### src/rtl/ftsm_pkg.sv
// ftsm_pkg: shared widths and reset constants for the frame time smoother.
// No dependencies; imported by the top level.
package ftsm_pkg;

    // Field widths fixed by the stream format
    localparam int TS_W    = 64;
    localparam int AVG_W   = 32;
    localparam int RATE_W  = 16;
    localparam int TOTAL_W = 64;
    localparam int TPS_W   = 32;
    localparam int ACC_W   = 33;   // rate accumulator, one bit over ticks_per_second

    // Defaults
    localparam int WINDOW_DEPTH_DEF = 16;
    localparam logic [TPS_W-1:0] TPS_RESET = 32'd1000;
    localparam logic [RATE_W-1:0] RATE_MAX = 16'hFFFF;

endpackage

### src/rtl/ftsm_ram.sv
// ftsm_ram: generic single-write, single-read RAM with registered read data.
// No dependencies.
module ftsm_ram #(
    parameter int WIDTH = 32,
    parameter int DEPTH = 16,
    localparam int AW = (DEPTH > 1) ? $clog2(DEPTH) : 1
) (
    input  logic             clk,
    input  logic             wr_en,
    input  logic [AW-1:0]    wr_addr,
    input  logic [WIDTH-1:0] wr_data,
    input  logic             rd_en,
    input  logic [AW-1:0]    rd_addr,
    output logic [WIDTH-1:0] rd_data
);

    logic [WIDTH-1:0] mem [DEPTH];

    // Write port
    always_ff @(posedge clk)
    begin
        if (wr_en)
        begin
            mem[wr_addr] <= wr_data;
        end
    end

    // Registered read port
    always_ff @(posedge clk)
    begin
        if (rd_en)
        begin
            rd_data <= mem[rd_addr];
        end
    end

endmodule

### src/rtl/ftsm_div.sv
// ftsm_div: restoring serial divider, one quotient bit per cycle.
// No dependencies; used by the top level for the window average.
module ftsm_div #(
    parameter int NUM_W = 36,
    parameter int DEN_W = 5
) (
    input  logic             clk,
    input  logic             rst_n,
    input  logic             start,
    input  logic [NUM_W-1:0] num,
    input  logic [DEN_W-1:0] den,
    output logic             done,
    output logic [NUM_W-1:0] quo
);

    localparam int IT_W = $clog2(NUM_W + 1);

    logic             busy_reg;
    logic             done_reg;
    logic [IT_W-1:0]  iter_reg;
    logic [DEN_W-1:0] rem_reg;
    logic [NUM_W-1:0] quo_reg;
    logic [DEN_W-1:0] den_reg;

    logic [DEN_W:0]   trial;
    logic [DEN_W:0]   diff;
    logic             take;

    // One trial subtraction per cycle
    assign trial = {rem_reg, quo_reg[NUM_W-1]};
    assign diff  = trial - {1'b0, den_reg};
    assign take  = (trial >= {1'b0, den_reg});

    // Control
    always_ff @(posedge clk or negedge rst_n)
    begin
        if (!rst_n)
        begin
            busy_reg <= 1'b0;
            done_reg <= 1'b0;
            iter_reg <= '0;
        end
        else
        begin
            done_reg <= 1'b0;
            if (start)
            begin
                busy_reg <= 1'b1;
                iter_reg <= IT_W'(NUM_W);
            end
            else if (busy_reg)
            begin
                iter_reg <= iter_reg - 1'b1;
                if (iter_reg == IT_W'(1))
                begin
                    busy_reg <= 1'b0;
                    done_reg <= 1'b1;
                end
            end
        end
    end

    // Datapath: dividend shifts out the top, quotient bits shift in the bottom
    always_ff @(posedge clk)
    begin
        if (start)
        begin
            rem_reg <= '0;
            quo_reg <= num;
            den_reg <= den;
        end
        else if (busy_reg)
        begin
            rem_reg <= take ? diff[DEN_W-1:0] : trial[DEN_W-1:0];
            quo_reg <= {quo_reg[NUM_W-2:0], take};
        end
    end

    assign done = done_reg;
    assign quo  = quo_reg;

endmodule

### src/rtl/frame_time_smoother_top.sv
// frame_time_smoother_top: sequencer, window bookkeeping and rate counter.
// Depends on ftsm_pkg, ftsm_ram (delta window) and ftsm_div (average).
//
// Usage:
//   Slave stream (s_tvalid/s_tready/s_tdata) carries one 64-bit timestamp per
//   frame boundary. Master stream (m_tvalid/m_tready/m_tdata) returns one beat
//   per input beat: average, frame rate, total ticks, window fill and the
//   delta-accepted flag. cfg_valid/cfg_data writes ticks_per_second; cfg_ready
//   is always high, write it only while the block is idle.
//   Sequence: the first beat after reset (baseline) can be taken in the cycle
//   after its input beat. Later beats pass through S_TEST, S_RATE, S_ADD,
//   S_DGO, S_DWAIT and S_TOTAL to S_OUT, skipping S_DWAIT while the window
//   stays empty; the serial divider produces one quotient bit per cycle.
//   Flow: one item at a time; s_tready is high only while idle, so a new
//   timestamp is taken only after the previous result beat has gone out.
//   Stall: the result beat holds on m_tdata until m_tready; no new input is
//   taken meanwhile.
//   Reset: all state clears to zero, ticks_per_second returns to 1000; the
//   window RAM needs no clearing since only written entries are ever read.
module frame_time_smoother_top
    import ftsm_pkg::*;
#(
    parameter int WINDOW_DEPTH = WINDOW_DEPTH_DEF,
    localparam int CNT_W = $clog2(WINDOW_DEPTH + 1),
    localparam int OUT_BITS = AVG_W + RATE_W + TOTAL_W + CNT_W + 1,
    localparam int OUT_W = ((OUT_BITS + 7) / 8) * 8
) (
    input  logic             clk,
    input  logic             rst_n,
    // config write
    input  logic             cfg_valid,
    output logic             cfg_ready,
    input  logic [TPS_W-1:0] cfg_data,      // ticks_per_second
    // input stream
    input  logic             s_tvalid,
    output logic             s_tready,
    input  logic [TS_W-1:0]  s_tdata,       // [63:0] timestamp
    // result stream
    output logic             m_tvalid,
    input  logic             m_tready,
    // from bit 0 up: average_frame_ticks(32), frame_rate(16), total_ticks(64),
    // window_fill(CNT_W), delta_accepted(1), zero pad
    output logic [OUT_W-1:0] m_tdata
);

    localparam int AW    = (WINDOW_DEPTH > 1) ? $clog2(WINDOW_DEPTH) : 1;
    localparam int SUM_W = AVG_W + $clog2(WINDOW_DEPTH);

    localparam logic [2:0] S_IDLE  = 3'd0;
    localparam logic [2:0] S_TEST  = 3'd1;
    localparam logic [2:0] S_RATE  = 3'd2;
    localparam logic [2:0] S_ADD   = 3'd3;
    localparam logic [2:0] S_DGO   = 3'd4;
    localparam logic [2:0] S_DWAIT = 3'd5;
    localparam logic [2:0] S_TOTAL = 3'd6;
    localparam logic [2:0] S_OUT   = 3'd7;

    logic [2:0]         state_reg, state_next;
    logic [TPS_W-1:0]   tps_reg;
    logic [TS_W-1:0]    last_ts_reg;
    logic               base_reg;
    logic [AVG_W-1:0]   delta_reg;
    logic               acc_flag_reg;
    logic [CNT_W-1:0]   cnt_reg;
    logic [AW-1:0]      wp_reg;
    logic [SUM_W-1:0]   sum_reg;
    logic [AVG_W-1:0]   avg_reg;
    logic [RATE_W-1:0]  fc_reg;
    logic [ACC_W-1:0]   racc_reg;
    logic [RATE_W-1:0]  rate_reg;
    logic [TOTAL_W-1:0] total_reg;

    logic               in_beat;
    logic               full;
    logic [TS_W-1:0]    raw;
    logic [AVG_W:0]     sdiff;
    logic [AVG_W-1:0]   mag;
    logic [RATE_W-1:0]  fc_inc;
    logic [ACC_W-1:0]   racc_sum;
    logic [AVG_W-1:0]   oldest;
    logic               div_start;
    logic               div_done;
    logic [SUM_W-1:0]   div_quo;

    assign cfg_ready = 1'b1;
    assign s_tready  = (state_reg == S_IDLE);
    assign m_tvalid  = (state_reg == S_OUT);
    assign in_beat   = s_tvalid && s_tready;
    assign full      = (cnt_reg == CNT_W'(WINDOW_DEPTH));

    // Combinational terms used by the steps
    assign raw      = s_tdata - last_ts_reg;
    assign sdiff    = {1'b0, delta_reg} - {1'b0, avg_reg};
    assign mag      = sdiff[AVG_W] ? (avg_reg - delta_reg) : sdiff[AVG_W-1:0];
    assign fc_inc   = (fc_reg != RATE_MAX) ? (fc_reg + 1'b1) : fc_reg;
    assign racc_sum = racc_reg + ACC_W'(avg_reg);
    assign div_start = (state_reg == S_DGO) && (cnt_reg != '0);

    // Window of accepted deltas, circular; oldest sits at the write pointer
    ftsm_ram #(
        .WIDTH (AVG_W),
        .DEPTH (WINDOW_DEPTH)
    ) u_win (
        .clk     (clk),
        .wr_en   ((state_reg == S_RATE) && acc_flag_reg),
        .wr_addr (wp_reg),
        .wr_data (delta_reg),
        .rd_en   (in_beat),
        .rd_addr (wp_reg),
        .rd_data (oldest)
    );

    // Serial divider: window sum / fill
    ftsm_div #(
        .NUM_W (SUM_W),
        .DEN_W (CNT_W)
    ) u_div (
        .clk   (clk),
        .rst_n (rst_n),
        .start (div_start),
        .num   (sum_reg),
        .den   (cnt_reg),
        .done  (div_done),
        .quo   (div_quo)
    );

    // Sequencer next state
    always_comb
    begin
        state_next = state_reg;
        case (state_reg)
            S_IDLE:  if (in_beat) state_next = base_reg ? S_TEST : S_OUT;
            S_TEST:  state_next = S_RATE;
            S_RATE:  state_next = S_ADD;
            S_ADD:   state_next = S_DGO;
            S_DGO:   state_next = (cnt_reg != '0) ? S_DWAIT : S_TOTAL;
            S_DWAIT: if (div_done) state_next = S_TOTAL;
            S_TOTAL: state_next = S_OUT;
            S_OUT:   if (m_tready) state_next = S_IDLE;
            default: state_next = S_IDLE;
        endcase
    end

    // State and datapath registers
    always_ff @(posedge clk or negedge rst_n)
    begin
        if (!rst_n)
        begin
            state_reg    <= S_IDLE;
            tps_reg      <= TPS_RESET;
            last_ts_reg  <= '0;
            base_reg     <= 1'b0;
            delta_reg    <= '0;
            acc_flag_reg <= 1'b0;
            cnt_reg      <= '0;
            wp_reg       <= '0;
            sum_reg      <= '0;
            avg_reg      <= '0;
            fc_reg       <= '0;
            racc_reg     <= '0;
            rate_reg     <= '0;
            total_reg    <= '0;
        end
        else
        begin
            state_reg <= state_next;

            // config write
            if (cfg_valid && cfg_ready)
            begin
                tps_reg <= cfg_data;
            end

            case (state_reg)
                // take the timestamp, form the saturated delta
                S_IDLE:
                begin
                    if (in_beat)
                    begin
                        last_ts_reg  <= s_tdata;
                        base_reg     <= 1'b1;
                        acc_flag_reg <= 1'b0;
                        delta_reg    <= (raw[TS_W-1:AVG_W] != '0) ? '1 : raw[AVG_W-1:0];
                    end
                end
                // acceptance window around the current average
                S_TEST:
                begin
                    acc_flag_reg <= (mag < tps_reg);
                end
                // frame rate counter; drop oldest delta from the sum when an accepted delta meets a full window
                S_RATE:
                begin
                    if (racc_sum > ACC_W'(tps_reg))
                    begin
                        rate_reg <= fc_inc;
                        fc_reg   <= '0;
                        racc_reg <= '0;
                    end
                    else
                    begin
                        fc_reg   <= fc_inc;
                        racc_reg <= racc_sum;
                    end
                    if (acc_flag_reg && full)
                    begin
                        sum_reg <= sum_reg - SUM_W'(oldest);
                    end
                end
                // add an accepted delta, advance pointer and fill (fill stops at the depth)
                S_ADD:
                begin
                    if (acc_flag_reg)
                    begin
                        sum_reg <= sum_reg + SUM_W'(delta_reg);
                        wp_reg  <= (wp_reg == AW'(WINDOW_DEPTH - 1)) ? '0 : wp_reg + 1'b1;
                        if (!full)
                        begin
                            cnt_reg <= cnt_reg + 1'b1;
                        end
                    end
                end
                // empty window averages to zero
                S_DGO:
                begin
                    if (cnt_reg == '0)
                    begin
                        avg_reg <= '0;
                    end
                end
                S_DWAIT:
                begin
                    if (div_done)
                    begin
                        avg_reg <= div_quo[AVG_W-1:0];
                    end
                end
                S_TOTAL:
                begin
                    total_reg <= total_reg + TOTAL_W'(avg_reg);
                end
                default:
                begin
                end
            endcase
        end
    end

    // Result beat straight from the state registers
    assign m_tdata = OUT_W'({acc_flag_reg, cnt_reg, total_reg, rate_reg, avg_reg});

    // Checks
    a_no_overlap: assert property (@(posedge clk) disable iff (!rst_n)
        m_tvalid |-> !s_tready)
        else $error("input taken while a result is pending");

    a_fill_bound: assert property (@(posedge clk) disable iff (!rst_n)
        cnt_reg <= CNT_W'(WINDOW_DEPTH))
        else $error("window fill beyond depth");

    a_accept_fill: assert property (@(posedge clk) disable iff (!rst_n)
        (m_tvalid && acc_flag_reg) |-> (cnt_reg != '0))
        else $error("accepted delta with empty window");

    a_div_done: assert property (@(posedge clk) disable iff (!rst_n)
        div_done |-> (state_reg == S_DWAIT))
        else $error("divider finished outside wait step");

endmodule

### config.mk
export PLATFORM = sky130hd
export DESIGN_NAME = frame_time_smoother_top
export DESIGN_NICKNAME = d
export VERILOG_FILES = /design/src/rtl/ftsm_pkg.sv /design/src/rtl/ftsm_ram.sv /design/src/rtl/ftsm_div.sv /design/src/rtl/frame_time_smoother_top.sv
export SDC_FILE = /design/constraint.sdc
export NUM_CORES = 2
export LEC_CHECK = 0
export BUFFER_PORTS_ARGS = -buffer_cell sky130_fd_sc_hd__clkbuf_2
export CAP_MARGIN = 10
export CORE_ASPECT_RATIO = 1.75
export CORE_MARGIN = 8
export CORE_UTILIZATION = 55
export CTS_BUF_LIST = sky130_fd_sc_hd__clkbuf_2 sky130_fd_sc_hd__clkbuf_4 sky130_fd_sc_hd__clkbuf_8
export CTS_CLUSTER_SIZE = 25
export DETAILED_ROUTE_END_ITERATION = 16
export GPL_TIMING_DRIVEN = 0
export PLACE_DENSITY = 0.72
export SLEW_MARGIN = 10
export SYNTH_ARGS = -nofsm -noshare
export SYNTH_HDL_FRONTEND = slang
export SYNTH_SLANG_ARGS = --single-unit
export TNS_END_PERCENT = 1
### constraint.sdc
create_clock -name clk -period 6.4 [get_ports clk]
set_input_delay 0 -clock clk [delete_from_list [all_inputs] [get_ports clk]]
set_output_delay 0 -clock clk [all_outputs]
set_load 0.02 [all_outputs]
==> impl_metrics.env <==
export IMPL_dp_hpwl_microns=113100
export IMPL_path_clk_slew_ps=70
export IMPL_ys_seq_area_share_pct=51.91
export IMPL_drt_total_wl_microns=152700
export IMPL_critPathSlowestCell="dfrtp_1"
export IMPL_crit_fanout=20
export IMPL_synth_edf_count=585
export IMPL_utilization_pct=65.18
export IMPL_yosysMostFrequentCell="edfxtp_1"
export IMPL_drc=0
export IMPL_synth_cell_area_sq_um=50780
export IMPL_cts_tree="yes"
export IMPL_ys_flop_type="edfxtp_1"
export IMPL_drt_iter0_markers=2389
export IMPL_p_leak_nw=24.23
export IMPL_crit_family="compound AO/OA/AOI/OAI gates"
export IMPL_finalSetupViolCount=0
export IMPL_boundaryPins=224
export IMPL_ys_seq_elements=937
export IMPL_initial_core_util_pct=55.44
export IMPL_synth_top_cell_area_share_pct=34.59
export IMPL_async_flop_share_pct=37.03
export IMPL_ctsRootBufferMaster="clkbuf_8"
export IMPL_r2r_start="delta_reg[14]$_DFFE_PN0P_"
export IMPL_crit_path_max_incr_delay_ps=800
export IMPL_clkSinkCount=937
export IMPL_die_x_microns=245.7
export IMPL_worst_pin_slew_ps=1282
export IMPL_overflow=0
export IMPL_largest_register_ffs=512
export IMPL_antenna_found_initial=1
export IMPL_ant_nets=0
export IMPL_cts_made_buffers=140
export IMPL_synth_top_cells_by_count="edfxtp_1 (585), nand2_1 (499), dfrtp_1 (341)"
export IMPL_h_tree_depth=4
export IMPL_rsz0062_at_grt="false"
export IMPL_synth_warnings=0
export IMPL_slew_headroom_pct=14.22
export IMPL_place_inst=5921
export IMPL_clock_latency_ps=880
export IMPL_grt_use_total_pct=29.58
export IMPL_die_h_microns=418.0
export IMPL_cp_end_kind="register"
export IMPL_fin_skew_ps=42.81
export IMPL_finalNonFillerCells=6438
export IMPL_drive_gt1_share_pct=14.49
export IMPL_wire_per_inst_microns=23.71
export IMPL_synthCells=4488
export IMPL_status="completed"
export IMPL_cp_data_arrival_time_ps=6900
export IMPL_crit_buf_inv=3
export IMPL_drv_max_cap_violation_count=0
export IMPL_grt_max_degree=98
export IMPL_coreArea_sq_um=91600
export IMPL_cts_buffer_depth=3
export IMPL_vias_per_cell=6.036
export IMPL_grt_first_pass_wirelength_microns=231700
export IMPL_critPathMostFrequentCell="a21oi_1"
export IMPL_grt_pass1_vias=41116
export IMPL_path_class="register to register"
export IMPL_dieArea_sq_um=102700
export IMPL_crit_chain="ha_1 -> nand4_1 -> nor2_1 -> a211oi_1 -> o221a_2 -> o221ai_1 -> a211oi_1 -> o31a_1 -> buf_4 -> buf_2 -> buf_2 -> a21oi_1 -> xor2_1 -> ha_1 -> o21ai_0 -> nand2b_1 -> a21oi_1 -> o21ai_0 -> a21oi_1 -> o211ai_1 -> a31oi_4 -> o32a_1"
export IMPL_slew_viol_final=0
export IMPL_nets=5545
export IMPL_yosysTopAreaCell="edfxtp_1"
export IMPL_port_buffers=219
export IMPL_max_freq_mhz=162.7
export IMPL_power_density_nw_per_um2=486.1
export IMPL_ir_drop_mv=0.2809
export IMPL_min_from="s_tvalid"
export IMPL_ys_top_cells_by_area="edfxtp_1 (35%), dfrtp_1 (17%), ha_1 (7.5%)"
export IMPL_vias=38857
export IMPL_power_w=0.02902
export IMPL_min_period_ps=6147
export IMPL_hold_viol_final=0
export IMPL_drtPass1Iterations=7
export IMPL_globalplace_congestion=0.9624
export IMPL_syn_avg_cell_area_sq_um=11.31
export IMPL_required_ps=7150
export IMPL_synth_cell_types=101
export IMPL_worstHoldPathType="input port to register"
export IMPL_rows=147
export IMPL_timing_final_crit_share_pct=96.05
export IMPL_cp_start_kind="register"
export IMPL_crit_start="delta_reg[14]$_DFFE_PN0P_"
export IMPL_area_growth_pct=17.57
==> kinds of logic (layout without fill, tap and decap cells) <==
kind of cell / after synthesis / count (layout) / share of synthesized area [%]
other: 2 / 4 / 0.01479
DFF: 937 / 937 / 51.91
buffers and inverters: 468 / 1224 / 3.558
AOI/OAI and AO/OA: 1080 / 1080 / 13.08
adders and majority gates: 310 / 310 / 7.742
xor gates and xnor gates: 235 / 235 / 4.053
muxes: 200 / 200 / 7.929
and+or+nand+nor: 1256 / 1256 / 11.72
==> final cells by class <==
| type | count | area [sq um] |
|---|---|---|
| sequential | 937 | 26370 |
| tap | 1192 | 1491 |
| clock inverter | 63 | 666.9 |
| multi-input combinational | 3084 | 22750 |
| antenna | 1 | 2.502 |
| timing repair buffer | 504 | 4203 |
| buffer | 206 | 837.1 |
| clock buffer | 190 | 2402 |
| inverter | 261 | 979.7 |
| fill | 6914 | 31890 |
==> layer usage <==
metal	up-vias	global-route usage, %	part of all wire [%]
li1	17884	-	-
met1	19047	27.68	32
met2	1408	56.62	55
met3	518	4.494	4.8
met4	0	22.05	8.5
met5	-	0	0
==> final timing paths <==
check / to / slack [ps] / depth (start not counted)
setup / recovery: acc_flag_reg$_DFFE_PN0P_ / 250 / 22
hold / removal: state_reg[0]$_DFFE_PN0P_ / 200 / 6
max in group asynchronous: u_div.iter_reg[4]$_DFFE_PN0P_ / 5100 / 5
min in group asynchronous: tps_reg[3]$_DFFE_PN1P_ / 320 / 3
setup reg to reg: acc_flag_reg$_DFFE_PN0P_ / 250 / 22
hold reg to reg: total_reg[63]$_DFFE_PN0P_ / 480 / 1
==> worst min-delay path, delay by kind of cell <==
kind	cells	cell delay [ps]
compound gates	2	100
simple gates	2	210
buf+inv	2	720
==> layout by cell type (no fill, tap or decap), drive strengths merged, types with 9 or more instances in the layout <==
master and count:
a211oi 32, a21o 115, a21oi 300, a22o 17
a31oi 52, a41oi 12, and2 35, and3 34
and4 10, buf 59, bufinv 9, clkbuf 580
clkinv 37, dfrtp 341, dlygate4sd3 261, edfxtp 585
ha 303, inv 272, mux2 18, mux2i 22
mux4 160, nand2 499, nand2b 35, nand3 96
nand4 61, nor2 242, nor2b 29, nor3 73
nor4 48, o211ai 17, o21a 30, o21ai 345
o21bai 41, o31ai 18, or2 20, or3 29
or4 13, xnor2 130, xor2 105
==> through the flow <==
step | TNS (ps) | hold WS [ps] | setup WS, ps | instance area [sq um]
CTS | 0 | 119.5 | 32.95 | 59640
global route | 0 | 241.0 | 7.444 | 59700
finish | 0 | 202.7 | 252.8 | 59700
detailed placement | -28200 | 84.64 | -1310 | 53850
global placement | -967810 | 214.6 | -2807 | 53370
floorplan | 0 | -295.6 | 1214 | 50780
==> timing repair <==
item / in CTS / in global routing
resized for setup: 30 / 10
endpoints found under the setup margin: 64 / 49
hold buffers: 262 / 0
hold endpoints to repair: 392 / 0
pin swaps: 0 / 1
setup buffers: 0 / 2
==> power by group <==
group / switching, W / total (W) / internal, W
Sequential: 0.00141 / 0.00936 / 0.00796
Clock: 0.00251 / 0.00538 / 0.00287
Combinational: 0.00872 / 0.0143 / 0.00556
Power figures use the tool's default switching activity.
